### config.mk
export PLATFORM = sky130hd
export DESIGN_NAME = stq_cell
export DESIGN_NICKNAME = d
export VERILOG_FILES = /design/src/rtl/stq_pkg.sv /design/src/rtl/stq_cell.sv
export SDC_FILE = /design/constraint.sdc
export NUM_CORES = 1
export LEC_CHECK = 0
export BUFFER_PORTS_ARGS = -buffer_cell sky130_fd_sc_hd__buf_2
export CAP_MARGIN = 20
export CORE_ASPECT_RATIO = 2
export CORE_MARGIN = 10
export CORE_UTILIZATION = 51
export DETAILED_ROUTE_END_ITERATION = 8
export HOLD_SLACK_MARGIN = 0.05
export PLACE_DENSITY = 0.9
export SLEW_MARGIN = 20
export SYNTH_ARGS = -nofsm -noshare
export SYNTH_HDL_FRONTEND = slang
export SYNTH_SLANG_ARGS = --single-unit
### constraint.sdc
create_clock -name clk -period 10.2 [get_ports clk]
set_input_delay 0.51 -clock clk [delete_from_list [all_inputs] [get_ports clk]]
set_output_delay 0.51 -clock clk [all_outputs]
set_load 0.01 [all_outputs]
### src/rtl/stq_pkg.sv
`default_nettype none
package stq_pkg;
	typedef enum logic [1:0] {
		OP_INSERT = 2'd0,
		OP_CANCEL = 2'd1,
		OP_CHECK  = 2'd2,
		OP_QUERY  = 2'd3
	} op_t;

	typedef enum logic [2:0] {
		ST_OK        = 3'd0,
		ST_INVALID   = 3'd1,
		ST_FULL      = 3'd2,
		ST_NOT_FOUND = 3'd3,
		ST_EXPIRED   = 3'd4,
		ST_NONE      = 3'd5
	} status_t;

	// controller states
	typedef enum logic [1:0] {
		S_IDLE  = 2'd0,
		S_NORM  = 2'd1,
		S_EXEC  = 2'd2,
		S_SHIFT = 2'd3
	} state_t;

	localparam int TotalW = 37;
	localparam logic [19:0] MinTimeoutReset = 20'd100000;
	localparam logic [19:0] UsPerSec = 20'd1000000;
	localparam logic [9:0] UsPerMs = 10'd1000;

	// one queue entry
	typedef struct packed {
		logic              valid;
		logic [15:0]       session;
		logic [31:0]       start_ms;
		logic [TotalW-1:0] timeout_us;
	} entry_t;

	// broadcast command to every cell
	typedef enum logic [1:0] {
		CMD_HOLD   = 2'd0,
		CMD_INSERT = 2'd1,
		CMD_REMOVE = 2'd2
	} cmd_t;

	typedef struct packed {
		cmd_t              cmd;
		logic [15:0]       session;
		logic [31:0]       clock_ms;
		logic [TotalW-1:0] total_us;
	} bcast_t;

	// per-cell status seen by the controller
	typedef struct packed {
		logic valid;
		logic ahead;    // new entry goes ahead of this one
		logic match;    // session matches
		logic expired;
	} cell_flags_t;
endpackage
`default_nettype wire

### src/rtl/stq_cell.sv
`default_nettype none
// One queue slot. Takes the new entry at the insert point, shifts right after
// it on insert, and shifts left at or after the removal point on removal.
module stq_cell (
	input  wire logic                 clk,
	input  wire logic                 arst_n,
	input  wire stq_pkg::bcast_t      bc,
	input  wire logic                 ins_here,    // insert point is this slot
	input  wire logic                 ins_shift,   // take left neighbor
	input  wire logic                 rem_shift,   // take right neighbor
	input  wire stq_pkg::entry_t      left_in,
	input  wire stq_pkg::entry_t      right_in,
	output stq_pkg::entry_t           ent,
	output stq_pkg::cell_flags_t      flags
);
	import stq_pkg::*;

	logic              valid_q;
	logic [15:0]       session_q;
	logic [31:0]       start_q;
	logic [TotalW-1:0] timeout_q;
	logic [31:0]       elapsed;
	logic [41:0]       el_us;
	logic [42:0]       el_sum;

	assign ent     = {valid_q, session_q, start_q, timeout_q};
	assign elapsed = bc.clock_ms - start_q;
	assign el_us   = elapsed * 42'(UsPerMs);
	// one extra bit so the sum cannot wrap
	assign el_sum  = {1'b0, el_us} + {6'd0, bc.total_us};

	always_comb begin
		flags.valid   = valid_q;
		flags.match   = valid_q && (session_q == bc.session);
		flags.expired = valid_q && (el_us >= {5'd0, timeout_q});
		flags.ahead   = valid_q && (el_sum < {6'd0, timeout_q});
	end

	always_ff @(posedge clk or negedge arst_n) begin
		if (!arst_n) begin
			valid_q <= 1'b0;
		end else begin
			case (bc.cmd)
				CMD_INSERT: begin
					if (ins_here) valid_q <= 1'b1;
					else if (ins_shift) valid_q <= left_in.valid;
				end
				CMD_REMOVE: if (rem_shift) valid_q <= right_in.valid;
				default: ;
			endcase
		end
	end

	always_ff @(posedge clk) begin
		case (bc.cmd)
			CMD_INSERT: begin
				if (ins_here) begin
					session_q <= bc.session;
					start_q   <= bc.clock_ms;
					timeout_q <= bc.total_us;
				end else if (ins_shift) begin
					session_q <= left_in.session;
					start_q   <= left_in.start_ms;
					timeout_q <= left_in.timeout_us;
				end
			end
			CMD_REMOVE: if (rem_shift) begin
				session_q <= right_in.session;
				start_q   <= right_in.start_ms;
				timeout_q <= right_in.timeout_us;
			end
			default: ;
		endcase
	end
endmodule
`default_nettype wire

# Yosys cells after proc, flatten, opt, wreduce, memory -nomap -nowiden
# Index checks and enable logic that the tools add are counted.
# word_totals
register_bits,86
out_inout_bits,90
wordCells,35
# op_classes
n_addsub,2
multipliers,1
magnitude_cmp,2
n_eq_ne,5
muxes,16
reduce_logical,5
# ops
op,count
2-to-1 mux 37 bit,3
2-to-1 mux 32 bit,3
one-hot mux 37 bit (2 select lines),1
one-hot mux 32 bit (2 select lines),1
2-to-1 mux 16 bit,3
adder 42 x 37 -> 43 bit,1
less-than comparator 43 x 37 -> 1 bit,1
greater-or-equal comparator 42 x 37 -> 1 bit,1
"multiplier 32 x 7 -> 39 bit, second input constant",1
one-hot mux 16 bit (2 select lines),1
subtractor 32 bit,1
== test 16 bit,1
logical AND 1 bit,3
2-to-1 mux 1 bit,3
"inequality test 3 bit, second input constant",1
AND reduction 3 bit,1
"== test 2 x 1 -> 1 bit, second input constant",1
"== test 2 bit, second input constant",1
"inequality test 2 bit, second input constant",1
one-hot mux 1 bit (2 select lines),1
nonzero test 2 bit,1

# Logic depth before layout (Yosys ltp)
# logic_depth
word_depth,5
ltp_mapped,45

# Worst setup path after synthesis
# Ideal clock, no wire load.
# synth_timing
path_kind,input-to-output
from,in bc[37] (netlist name)
to,out flags[2] (netlist name)
arrival_time_ns,9.350
setup_slack_ns,0.340
path_stages,43
path_buffers,0
path_cell_list,inv_1 > ha_1 > fa_1 > nor2b_1 > o31a_1 > o21a_1 > nor2_1 > xnor2_1 > fa_1 > inv_1 > fa_1 > fa_1 > fa_1 > inv_1 > ha_1 > and3_1 > a221oi_1 > nand2_1 > [7 not listed] > and2_1 > a221oi_1 > a21bo_2 > o2111a_1 > o31a_1 > o21ai_0 > nand2b_1 > a21oi_1 > xnor2_1 > ha_1 > a211oi_1 > nor2_1 > nor3_1 > nor2_1 > nor3_1 > o21ai_0 > o221ai_1 > o2111a_1
# synth_lines
item,line,text
from (decl),stq_cell.sv:7,"input wire stq_pkg::bcast_t bc,"
to (decl),stq_cell.sv:14,output stq_pkg::cell_flags_t flags

==> results.md <==
- Outcome: finished, final reports clean
- Slew HR: 39.2%
- Ys Warns: 0
- Crit path required time: 9.69 ns
- Site Rows: 88
- Vias/cell: 5.77
- Crit path DAT: 9.57 ns
- Post-Syn Instances: 1670
- Area grow syn2layout: 23.9%
- RSZ-0062 raised after global routing: yes
- Filler Cell Count: 2324
- Clock Path Buffers: 2
- Most common cell on crit path: buf_4
- Die ar.: 36900 sq um
- First-pass GRT wire length: 75.9 mm
- Crit path largest cell delay: 0.55 ns
- CP Capture Type: output pin
- Root buffer cell: clkbuf_16
- Kind of critical path: reg2out
- Critical Path Fanout Max: 4
- Synthesized area per cell: 8.92 sq um
- Footprint of the multi-input gates: 11800 sq um
- CTS clock-pin slew for the worst setup and hold paths: 0.08 ns
- Fin. max-slew vios: 0
- Final Non-Filler Cells: 2450
- Yosys cell types: 74
- EDFF count, synth: 85
- FF-to-FF path depth: 1
- CTS tree: built
- Via count: 14.1k
- R2R Path Start: valid_q$_DFFE_PN0P_
- Critical-path top delay cell: fa_1
- Skew-Pair Late Insertion Delay: 0.39 ns
- FFs w/ async S/R, synth: 1.16%
- I/O pin total: 354
- Final Hold Viols: 0
- Hold path endpoint: start_q[28]$_DFFE_PP_
- Seq. cell area: 2580 sq um
- Placed insts: 2387
- Prevailing post-synth register cell: edfxtp_1
- DP Area: 17300 sq um
- Fmax: 99.2 MHz
- Total CTS buffers: 9
- Finished Cell Area: 18500 sq um
- PnR worst setup slack: 0.123 ns
- DRC: 0
- Worst min-delay path category: in2reg
- Gr usage total: 25.6%
- Antenna violations before repair: 1
- Worst-margin pin slew: 0.912 ns
- GRT overflow: 0
- Crit start category: register
- Mapped Area: 14900 sq um
- Reg2Reg Setup Slack: 9.31 ns
- Die Wd: 141 um
- DR WL/cell: 20.4 um
- Total wire length: 50.1 mm
- Number of global-route vias before repair: 15.0k
- Final ANT Viol Nets: 0
- Max-Cap Viols: 0
- CTS sink cnt: 86
- Syn_nets: 2261
- Cell depth of the worst hold path: 3
- Hold Startpoint: right_in[65]
- Starting density of the core: 51.7%
- Layout Nets: 2675
- DP HPWL: 41.3 mm
- RePlAce Congestion: 0.955
- FF+latch count, synth: 86
- 1st-iter DRT viols: 850
- Setup violations, final: 0
- H-tree levels: 3
- CORE AREA: 28800 sq um
- Minimum clock period: 10.08 ns
- Die Y: 262 um
- Buffers on Ports: 353
- Share of layout cells above drive strength 1: 27.0%
- Fin Clk Skew: 0 ns
- Final Cycle Share: 98.8%
- Critical register-to-register path endpoint: valid_q$_DFFE_PN0P_
- Largest net degree at the start of global routing: 89
- Post-synthesis sequential area ratio: 17.3%
- First-pass DRT Iterations: 6
- Setup WS pre-CTS: -0.268 ns
[sequential cells by signal, indices dropped and copies added, names as in the netlist]
register,cells
session_q,16
start_q,32
timeout_q,37
valid_q,1
[metal layers]
metal  up-vias  track usage, %  wire, um
met5         -               0         0
met2       513            50.5     28500
met1      6821            24.2     16400
met3       177            4.10      2310
met4         0            14.0      2820
li1       6636               -         -
[worst max path at each step]
stage,from,to,slack [ns],cells past startpoint
after floorplan,bc[37],flags[2],0.34,43
after global placement,bc[37],flags[2],-0.08,43
after detailed placement,bc[37],flags[2],-0.27,43
after CTS,start_q[2]$_DFFE_PP_,flags[2],0.0005,41
after global routing,start_q[0]$_DFFE_PP_,flags[2],-0.33,44
final,start_q[1]$_DFFE_PP_,flags[2],0.12,47
[critical path: cells and delay by family (launching register included)]
family	cells	cell delay [ns]
xor gates and xnor gates	3	0.50
AOI/OAI and AO/OA	17	3.34
and+or+nand+nor	4	0.46
buffers and inverters	15	1.63
adders and majority gates	8	2.85
DFF	1	0.39
[cell families after synthesis]
logic type,after synthesis,share of synthesized area (%)
buffers and inverters,284,7.23
AND/OR/NAND/NOR,337,11.0
flip-flops,86,17.3
multiplexers,86,5.79
XOR/XNOR,128,7.73
AO/OA/AOI/OAI,418,17.7
adder cells (fa/ha/maj),331,33.3
[placed cells by master (no fill, tap or decap), types with 17 or more instances in the layout]
cell | synthesis | final
a21o_1 | 51 | 51
a21oi_1 | 103 | 87
a21oi_2 | 3 | 17
buf_2 | 3 | 351
buf_4 | 2 | 83
edfxtp_1 | 85 | 85
fa_1 | 111 | 110
ha_1 | 216 | 203
inv_1 | 248 | 245
mux2i_1 | 85 | 85
nand2_1 | 135 | 134
nand4_1 | 27 | 27
nor2_1 | 65 | 59
o21a_1 | 17 | 17
o21ai_0 | 139 | 131
xnor2_1 | 89 | 77
xor2_1 | 35 | 32
[synth_stat cells, types with 7 or more instances]
library cell / instances / area share, %
fa_1: 111 / 15
xnor2_1: 89 / 5.2
clkbuf_1: 26 / 0.65
and3_1: 8 / 0.34
a211oi_1: 10 / 0.50
o211ai_1: 11 / 0.55
nand2b_1: 16 / 0.67
nor3_1: 15 / 0.50
nor2b_1: 16 / 0.67
nand2_1: 135 / 3.4
mux2i_1: 85 / 5.7
o21ai_0: 139 / 4.7
a21oi_1: 103 / 3.5
xor2_1: 35 / 2.1
nor2_1: 65 / 1.6
and2_1: 7 / 0.29
ha_1: 216 / 18
a31oi_1: 7 / 0.29
nand3_1: 10 / 0.34
edfxtp_1: 85 / 17
nand4_1: 27 / 1.1
o21a_1: 17 / 0.86
and4_1: 7 / 0.41
o21bai_1: 17 / 0.86
inv_1: 248 / 6.2
a21o_1: 51 / 2.6
or3_1: 8 / 0.34
[area by class of cell]
cell class                      instances  share of cell area (%)
Antenna cell                            1                  0.0135
Sequential cell                        86                    14.0
Multi-Input combinational cell       1300                    63.6
Clock buffer                           10                    1.24
Timing Repair Buffer                  439                    13.2
Clock inverter                          6                   0.508
Inverter                              248                    5.04
Tap cell                              360                    2.44
[metrics by stage]
stage	setup TNS, ns	hold slack, ns	util [%]
after floorplan	0	0.214	-
after global placement	-0.0799	0.285	59.9
after detailed placement	-0.268	0.289	59.9
after CTS	0	0.380	62.0
after global routing	-0.331	0.404	64.0
final	0	0.393	64.0
[what timing repair did]
action	CTS	global route
hold buffers	1	0
setup buffers	21	24
endpoints found under the hold margin	1	0
pin swaps	16	84
endpoints found under the setup margin	1	1
resized for setup	22	81
Power is left out: the tool's default activity adds up to more than one toggle a clock period on the data nets, which glitch-free logic cannot reach.
