**config.mk**
```make
export PLATFORM = sky130hd
export DESIGN_NAME = stq_norm
export DESIGN_NICKNAME = d
export VERILOG_FILES = /design/src/rtl/stq_pkg.sv /design/src/rtl/stq_norm.sv
export SDC_FILE = /design/constraint.sdc
export NUM_CORES = 1
export LEC_CHECK = 0
export BUFFER_PORTS_ARGS = -buffer_cell sky130_fd_sc_hd__buf_2
export CAP_MARGIN = 0
export CORE_MARGIN = 4
export CORE_UTILIZATION = 55
export DETAILED_ROUTE_END_ITERATION = 10
export PLACE_DENSITY = 0.76
export SLEW_MARGIN = 20
export SYNTH_ARGS = -nofsm -noshare
export SYNTH_HDL_FRONTEND = slang
export SYNTH_SLANG_ARGS = --single-unit
```
**constraint.sdc**
```tcl
create_clock -name clk -period 6.8 [get_ports clk]
set_input_delay 0.68 -clock clk [delete_from_list [all_inputs] [get_ports clk]]
set_output_delay 0.68 -clock clk [all_outputs]
set_load 0.02 [all_outputs]
```
**src/rtl/stq_pkg.sv**
```systemverilog
`default_nettype none
package stq_pkg;
	typedef enum logic [1:0] {
		OP_INSERT = 2'd0,
		OP_CANCEL = 2'd1,
		OP_CHECK  = 2'd2,
		OP_QUERY  = 2'd3
	} op_t;

	typedef enum logic [2:0] {
		ST_OK        = 3'd0,
		ST_INVALID   = 3'd1,
		ST_FULL      = 3'd2,
		ST_NOT_FOUND = 3'd3,
		ST_EXPIRED   = 3'd4,
		ST_NONE      = 3'd5
	} status_t;

	// controller states
	typedef enum logic [1:0] {
		S_IDLE  = 2'd0,
		S_NORM  = 2'd1,
		S_EXEC  = 2'd2,
		S_SHIFT = 2'd3
	} state_t;

	localparam int TotalW = 37;
	localparam logic [19:0] MinTimeoutReset = 20'd100000;
	localparam logic [19:0] UsPerSec = 20'd1000000;
	localparam logic [9:0] UsPerMs = 10'd1000;

	// one queue entry
	typedef struct packed {
		logic              valid;
		logic [15:0]       session;
		logic [31:0]       start_ms;
		logic [TotalW-1:0] timeout_us;
	} entry_t;

	// broadcast command to every cell
	typedef enum logic [1:0] {
		CMD_HOLD   = 2'd0,
		CMD_INSERT = 2'd1,
		CMD_REMOVE = 2'd2
	} cmd_t;

	typedef struct packed {
		cmd_t              cmd;
		logic [15:0]       session;
		logic [31:0]       clock_ms;
		logic [TotalW-1:0] total_us;
	} bcast_t;

	// per-cell status seen by the controller
	typedef struct packed {
		logic valid;
		logic ahead;    // new entry goes ahead of this one
		logic match;    // session matches
		logic expired;
	} cell_flags_t;
endpackage
`default_nettype wire

```
**src/rtl/stq_norm.sv**
```systemverilog
`default_nettype none
// Converts sec/usec into a microsecond total. Carrying whole seconds out of
// usec leaves sec * 10^6 + usec unchanged, so one scale and one add suffice.
// The total and the done strobe are ready in the cycle after start.
module stq_norm (
	input  wire logic                      clk,
	input  wire logic                      arst_n,
	input  wire logic                      start,
	input  wire logic [15:0]               sec,
	input  wire logic [31:0]               usec,
	output logic                           done,
	output logic [stq_pkg::TotalW-1:0]     total
);
	import stq_pkg::*;

	logic [35:0] sec_us_q;
	logic [31:0] usec_q;

	assign total = {1'b0, sec_us_q} + {5'd0, usec_q};

	// done strobe
	always_ff @(posedge clk or negedge arst_n) begin
		if (!arst_n) begin
			done <= 1'b0;
		end else begin
			done <= start;
		end
	end

	// seconds scaled to microseconds
	always_ff @(posedge clk) begin
		if (start) begin
			sec_us_q <= sec * 36'(UsPerSec);
			usec_q   <= usec;
		end
	end
endmodule
`default_nettype wire

```
* Yosys cells after proc, flatten, opt, wreduce, memory -nomap -nowiden *
Cells that the tools add are included.

storage, ports and cells
  flip-flop bits (word level) = 63
  input port bits = 51
  output and inout port bits = 38
  word-level logic and storage cells = 5

operators by class
  $add $sub $neg = 1
  multiply operators = 1

operators with widths
  cell                                                                   count
  36-bit by 32-bit adder with 37-bit output                              1
  16-bit by 14-bit multiplier with 30-bit output, second input constant  1

* Longest topological paths before layout *
Gate-level depths: netlist of the first run.

  depth after elaboration = 1
  depth in mapped cells = 19
  gate-level depth less buffers = 17

* Worst setup path before layout of the first run *
Ideal clock, no wire load.

  kind = input port to flip-flop
  start = in sec[6]
  end = reg sec_us_q[35], data pin
  library setup time = 259 ps
  arrival = 5265 ps
  data required time = 6541 ps
  setup slack = 1276 ps
  stages = 18
  path buffers = 1
  cell sequence = inv_1 -> fa_1 -> fa_1 -> inv_1 -> fa_1 -> inv_1 -> fa_1 -> inv_1 -> ha_1 -> ha_1 -> ha_1 -> and3_1 -> buf_2 -> nand4_1 -> a2111oi_0 -> and3b_1 -> o211a_1 -> a211o_1

between the ends
  longest elaborated chain between the ends = 1

ends and longest elaborated chain
  element                                         RTL line        RTL
  start: declaration                              stq_norm.sv:9   input wire logic [15:0] sec,
  16-bit by 14-bit multiplier with 30-bit output  stq_norm.sv:33  sec_us_q <= sec * 36'(UsPerSec);
  end signal: assignment                          stq_norm.sv:33
  end: declaration                                stq_norm.sv:16  logic [35:0] sec_us_q;

Every way passes these cells.
A chain may end at the register's enable or synchronous reset.

* Final worst setup path of the first run *
  start = in sec[5]
  end = reg sec_us_q[35], data pin

The elaborated chain is that of the path after synthesis.

==> results of run 1 <==
-- synthesized netlist by cell type, types with 6 or more instances --
library cell | instances | share of area
sky130_fd_sc_hd__o21ai_0 | 46 | 0.031
sky130_fd_sc_hd__and3_1 | 6 | 0.0050
sky130_fd_sc_hd__edfxtp_1 | 62 | 0.25
sky130_fd_sc_hd__nand2_1 | 45 | 0.023
sky130_fd_sc_hd__xor2_1 | 20 | 0.023
sky130_fd_sc_hd__a21oi_1 | 39 | 0.026
sky130_fd_sc_hd__ha_1 | 131 | 0.22
sky130_fd_sc_hd__nand4_1 | 6 | 0.0050
sky130_fd_sc_hd__nand2b_1 | 6 | 0.0050
sky130_fd_sc_hd__nor3_1 | 14 | 0.0094
sky130_fd_sc_hd__a21o_1 | 19 | 0.019
sky130_fd_sc_hd__inv_1 | 108 | 0.054
sky130_fd_sc_hd__or3_1 | 7 | 0.0058
sky130_fd_sc_hd__xnor2_1 | 18 | 0.021
sky130_fd_sc_hd__a211oi_1 | 12 | 0.012
sky130_fd_sc_hd__nor2_1 | 41 | 0.021
sky130_fd_sc_hd__nand3_1 | 11 | 0.0074
sky130_fd_sc_hd__fa_1 | 56 | 0.15
sky130_fd_sc_hd__buf_4 | 7 | 0.0070
-- cell families (layout without fill, tap and decap cells) --
kind of cell | after synthesis | after routing
adder cells (fa/ha/maj) | 187 | 187
AND/OR/NAND/NOR | 173 | 173
AO/OA/AOI/OAI | 165 | 165
buffers and inverters | 124 | 213
flip-flops | 63 | 63
XOR/XNOR | 38 | 38
multiplexers | 5 | 5
-- per-layer routing --
metal,up-vias,part of all wire,wire length (µm),global-route usage
met2,173,0.49,8280,0.373
met1,2821,0.44,7460,0.294
met5,-,0,0,0
met4,0,0.023,386,0.0664
li1,2850,-,-,-
met3,27,0.043,730,0.0214
-- worst paths after layout --
| check | slack [ps] | endpoint | from |
|---|---|---|---|
| max in group asynchronous | 6590 | done$_DFF_PN0_ | arst_n |
| min in group clk | 520 | usec_q[8]$_DFFE_PP_ | usec[8] |
| min | 120 | done$_DFF_PN0_ | arst_n |
| max | 1100 | sec_us_q[35]$_DFFE_PP_ | sec[5] |
-- layout make-up --
type / count / area share
Clock inverter: 6 / 0.00540
Clock buffer: 10 / 0.0275
Multi-Input combinational cell: 568 / 0.612
Tap cell: 176 / 0.0264
Inverter: 108 / 0.0486
Sequential cell: 63 / 0.226
Timing Repair Buffer: 89 / 0.0537
-- critical path, delay by kind of cell --
kind	cells	cell delay (ps)
simple gates	3	740
compound gates	3	840
fa+ha+maj	7	3080
buf+inv	5	430
-- where the power goes --
part	internal [mW]	total (mW)	switching [mW]
combinational	1.29	3.32	2.03
clock	0.248	0.416	0.168
sequential	0.631	0.688	0.0574
total	2.17	4.42	2.26
-- stage by stage --
stage	std cells	hold slack, ps	instance area, µm²	power [mW]
final	1020	117	8340	4.42
after global routing	1020	104	8340	4.86
after CTS	1020	103	8340	4.43
after detailed placement	1004	461	8060	3.97
after global placement	1004	454	8060	3.93
after floorplan	755	384	7490	3.15
-- registers in the layout, summed over array words and instances, names as in the netlist --
register / flops
usec_q: 32
sec_us_q: 30
done: 1
==> qor.yml, run 1 <==
run_status:
  run_status: "completed"
placed_design:
  place_worst_setup_slack_ps: 814
  dp_hpwl_um: 14200
  port_buffers: 88
  placer_s_final_routability_congestion_estimate: 0.992
synth:
  synth_area_um2: 7490
  synth_simple_gate_area_share: 0.119
  synth_area_per_cell_um2: 9.92
  synth_compound_area_frac: 0.143
  synth_top_family_by_area: "adder cells"
  ys_warn_count: 0
  synth_cells: 755
  yosysUniqueCellTypes: 64
  synthFlopType: "sky130_fd_sc_hd__edfxtp_1"
  synth.yosys.seq_area_share: 0.252
  yosys.area_share.xor_xnor: 0.0445
  synthMuxAreaShare: 0.00669
  async_flop_share: 0.0159
  post_synthesis_share_of_cell_area_spent_on_full_adders_half_adders_and_majority_gates: 0.369
  postSynthRegisterBits: 63
  synth_fp_nets: 993
  synth-edff-count: 62
critical_path:
  cp_slowest_stage_delay_ps: 550
  critical_path.cell_chain: "buf_2 > inv_1 > fa_1 > fa_1 > inv_1 > fa_1 > inv_1 > fa_1 > inv_1 > ha_1 > ha_1 > ha_1 > and3_1 > nand4_1 > a2111oi_0 > and3b_1 > o211a_1 > a211o_1"
  cp-end-kind: "register"
  crit_type: "primary input to register"
  cp_data_required_time_ps: 6870
  worst_setup_path_start_kind: "primary input"
  cp_data_arrival_time_ps: 5770
  slowest_stage: "sky130_fd_sc_hd__fa_1"
  biggest_fanout_along_the_worst_timing_path: 8
timing:
  setup_viol_count_final: 0
  timing.setup.tns_ps: 0
  rsz_0062_raised_after_global_routing: "false"
  tightestPinTransition_ps: 882
  max_clock_freq_mhz: 175
  finalCritPeriodShare: 0.838
  layout_setup_ws_ps: 1100
  period_minus_slack_ps: 5700
  timing.final.hold_violations: 0
  final_max_slew_viol_count: 0
  worst_slew_margin_rel: 0.397
clock_network:
  post_cts_setup_inserts: 0
  post_cts_hold_buffer_count: 0
  cts_tree: "built"
  cts_max_level: 3
  worst_setup_hold_path_clk_slew_ps: 60
  clock_sink_count: 63
  number_of_cts_inserted_buffers: 9
  clock-root-buffer: "sky130_fd_sc_hd__clkbuf_16"
  clock_path_buffers: 2
  cts.repair.resized: 0
routing:
  mean_routed_wirelength_per_cell_um: 16.5
  first_pass_iters: 5
  post_drt_via_cell_ratio: 5.76
  wirelength_um: 16900
  route.antenna.remaining_nets: 0
  via_count: 5871
  detail_route.iter0.violations: 441
  drc: 0
power:
  worst_ir_drop_vdd_mv: 0.288
  p_leak_nw: 4.09
  power.density_cell_area_nw_per_um2: 531
cells_and_area:
  antenna_cells_inserted: 0
  num-fill-cells: 1053
  synthToLayoutAreaGrowth_pct: 11.4
  postLayoutCoreUtil: 0.627
  layout.cells.most_common_list: "sky130_fd_sc_hd__ha_1, sky130_fd_sc_hd__inv_1, sky130_fd_sc_hd__buf_2"
  mostFrequentLayoutCell: "sky130_fd_sc_hd__ha_1"
  drive_above_1_share: 0.139
  multi_input_comb_area_um2: 5100
  final_nets: 1077
  final-seq-area_um2: 1890
global_routing:
  grt_usage: 0.218
  grt_pass1_wl_um: 28100
  grt_antenna_before_repair: 0
  grt_max_degree: 64
  globalRouteOverflowTotal: 0
  grt_pass1_vias: 5968
floorplan:
  ioPinCount: 89
  num_rows: 42
  initial_core_util: 0.563
  die_height_um: 125
  floorplan.core_area_um2: 13300
  fp.dieW_um: 125
  floorplan.die_area_um2: 15500
flow_run:
  max-cap-violations: 0
hold_path:
  min_path_type: "primary input to async pin"
(Power assumes the default switching activity.)
==> run 2: changes to the inputs <==
- clock period: 6.8 -> 5.7 ns (I/O delays scaled with it)
==> run 2 against run 1 <==
Sequential cell count is the same. Power grew 28%. Combinational power rose by 27%. Routed wire length increased by 2.4%. Setup slack worse by 800 ps. Non-clock buffer count rose by 21. Clock power rose by 56%. Via count grew 1.8%. Critical path depth did not move. Largest power group unchanged.
==> qor.yml, run 2 (same netlist as run 1, synthesis figures left out) <==
cells_and_area:
  final_nets: 1098
  antenna_cells_inserted: 0
  registers.top_by_ff_count: "usec_q"
  mostFrequentLayoutCell: "sky130_fd_sc_hd__ha_1"
  top_regs: "usec_q (32), sec_us_q (30), done (1)"
  final_cell_area_um2: 8580
  final-seq-area_um2: 1890
  num-fill-cells: 1078
  drive_above_1_share: 0.160
  multi_input_comb_area_um2: 5100
  synthToLayoutAreaGrowth_pct: 14.6
  number_of_flip_flops_in_the_largest_register: 32
  layout.cells.most_common_list: "sky130_fd_sc_hd__ha_1, sky130_fd_sc_hd__inv_1, sky130_fd_sc_hd__buf_2"
routing:
  detail_route.iter0.violations: 414
  post_drt_via_cell_ratio: 5.74
  route.antenna.remaining_nets: 0
  via_count: 5979
  drc: 0
  wirelength_um: 17300
  first_pass_iters: 5
  mean_routed_wirelength_per_cell_um: 16.6
hold_path:
  min_path_type: "primary input to register"
power:
  seq_power_share: 0.145
  power_mw: 5.68
  p_leak_nw: 4.22
  combinationalPowerShare: 0.740
  internal_power_mw: 2.93
  clock_power_share: 0.114
  worst_ir_drop_vdd_mv: 0.366
  switching_share: 0.485
  power.density_cell_area_nw_per_um2: 662
  power.switching_mw: 2.75
global_routing:
  grt_pass1_vias: 6069
  grt_usage: 0.226
  grt_antenna_before_repair: 0
  grt_pass1_wl_um: 29300
  globalRouteOverflowTotal: 0
  grt_max_degree: 64
clock_network:
  clock-root-buffer: "sky130_fd_sc_hd__clkbuf_16"
  worst_setup_hold_path_clk_slew_ps: 60
  cts_tree: "built"
  cts_max_level: 3
  clock_path_buffers: 2
  post_cts_setup_inserts: 0
  clock_sink_count: 63
  number_of_cts_inserted_buffers: 9
critical_path:
  cp-end-kind: "register"
  cp_data_required_time_ps: 5780
  most_frequent_cell_on_the_critical_path: "sky130_fd_sc_hd__fa_1"
  worst_setup_path_start_kind: "primary input"
  biggest_fanout_along_the_worst_timing_path: 3
  slowest_stage: "sky130_fd_sc_hd__fa_1"
  crit_type: "primary input to register"
  critical_path.cell_chain: "buf_2 > inv_1 > fa_1 > inv_1 > fa_1 > fa_1 > fa_1 > ha_1 > inv_1 > fa_1 > inv_1 > ha_1 > and3_1 > nand4_1 > a2111oi_0 > and3b_1 > o211a_1 > a211o_1"
  critical-path-top-delay-family: "adder cells"
  cp_data_arrival_time_ps: 5480
  cp_slowest_stage_delay_ps: 580
  worstPathBufferInverterCount: 5
timing:
  tightestPinTransition_ps: 806
  final_max_slew_viol_count: 0
  holdWs_ps: 411
  rsz_0062_raised_after_global_routing: "false"
  timing.final.hold_violations: 0
  finalCritPeriodShare: 0.947
  worst_slew_margin_rel: 0.449
  period_minus_slack_ps: 5400
  max_clock_freq_mhz: 185
  timing.setup.tns_ps: 0
  setup_viol_count_final: 0
floorplan:
  ioPinCount: 89
  die_height_um: 125
  initial_core_util: 0.563
  floorplan.die_area_um2: 15500
  num_rows: 42
  fp.dieW_um: 125
  floorplan.core_area_um2: 13300
placed_design:
  port_buffers: 88
  placer_s_final_routability_congestion_estimate: 0.943
  detailed_place.area_um2: 8210
  dp_hpwl_um: 14400
run_status:
  run_status: "completed"
flow_run:
  max-cap-violations: 0
==> run 2: stage by stage <==
stage	utilization	worst slack, ps	instances
floorplan	-	286	755
global placement	0.618	-7.28	1024
detailed placement	0.618	-73.1	1024
CTS	0.645	293	1041
global route	0.645	31.0	1041
finish	0.645	303	1041
==> run 2: area by class of cell <==
| type | count | share of cell area |
|---|---|---|
| Tap cell | 176 | 0.0257 |
| Clock inverter | 5 | 0.0121 |
| Clock buffer | 11 | 0.0295 |
| Timing Repair Buffer | 110 | 0.0709 |
| Sequential cell | 63 | 0.220 |
| Multi-Input combinational cell | 568 | 0.595 |
| Inverter | 108 | 0.0473 |
==> run 2: final timing paths <==
| kind | startpoint | to | slack [ps] | cells past startpoint |
|---|---|---|---|---|
| min in group asynchronous | arst_n | done$_DFF_PN0_ | 550 | 2 |
| hold / removal | usec[10] | usec_q[10]$_DFFE_PP_ | 410 | 1 |
| max in group asynchronous | arst_n | done$_DFF_PN0_ | 5060 | 2 |
| setup / recovery | sec[2] | sec_us_q[35]$_DFFE_PP_ | 300 | 18 |
==> run 2: per-layer routing <==
metal | wire length, µm | vias to the layer above | global-route usage
met3 | 676 | 36 | 0.0296
met5 | 0 | - | 0
li1 | - | 2894 | -
met4 | 363 | 0 | 0.0671
met1 | 7620 | 2870 | 0.300
met2 | 8610 | 179 | 0.388
==> run 2: what timing repair did <==
item / in CTS / in global routing
gates resized for setup: 0 / 0
hold buffers: 1 / 0
endpoints found under the hold margin: 1 / 0
==> run 2: power groups by stage <==
stage | logic, mW | clock network (mW) | registers (mW)
after floorplan | 2.97 | 0 | 0.791
after global placement | 4.08 | 0 | 0.828
after detailed placement | 4.16 | 0 | 0.831
after CTS | 4.20 | 0.655 | 0.824
after global routing | 4.72 | 0.677 | 0.836
final | 4.21 | 0.650 | 0.826
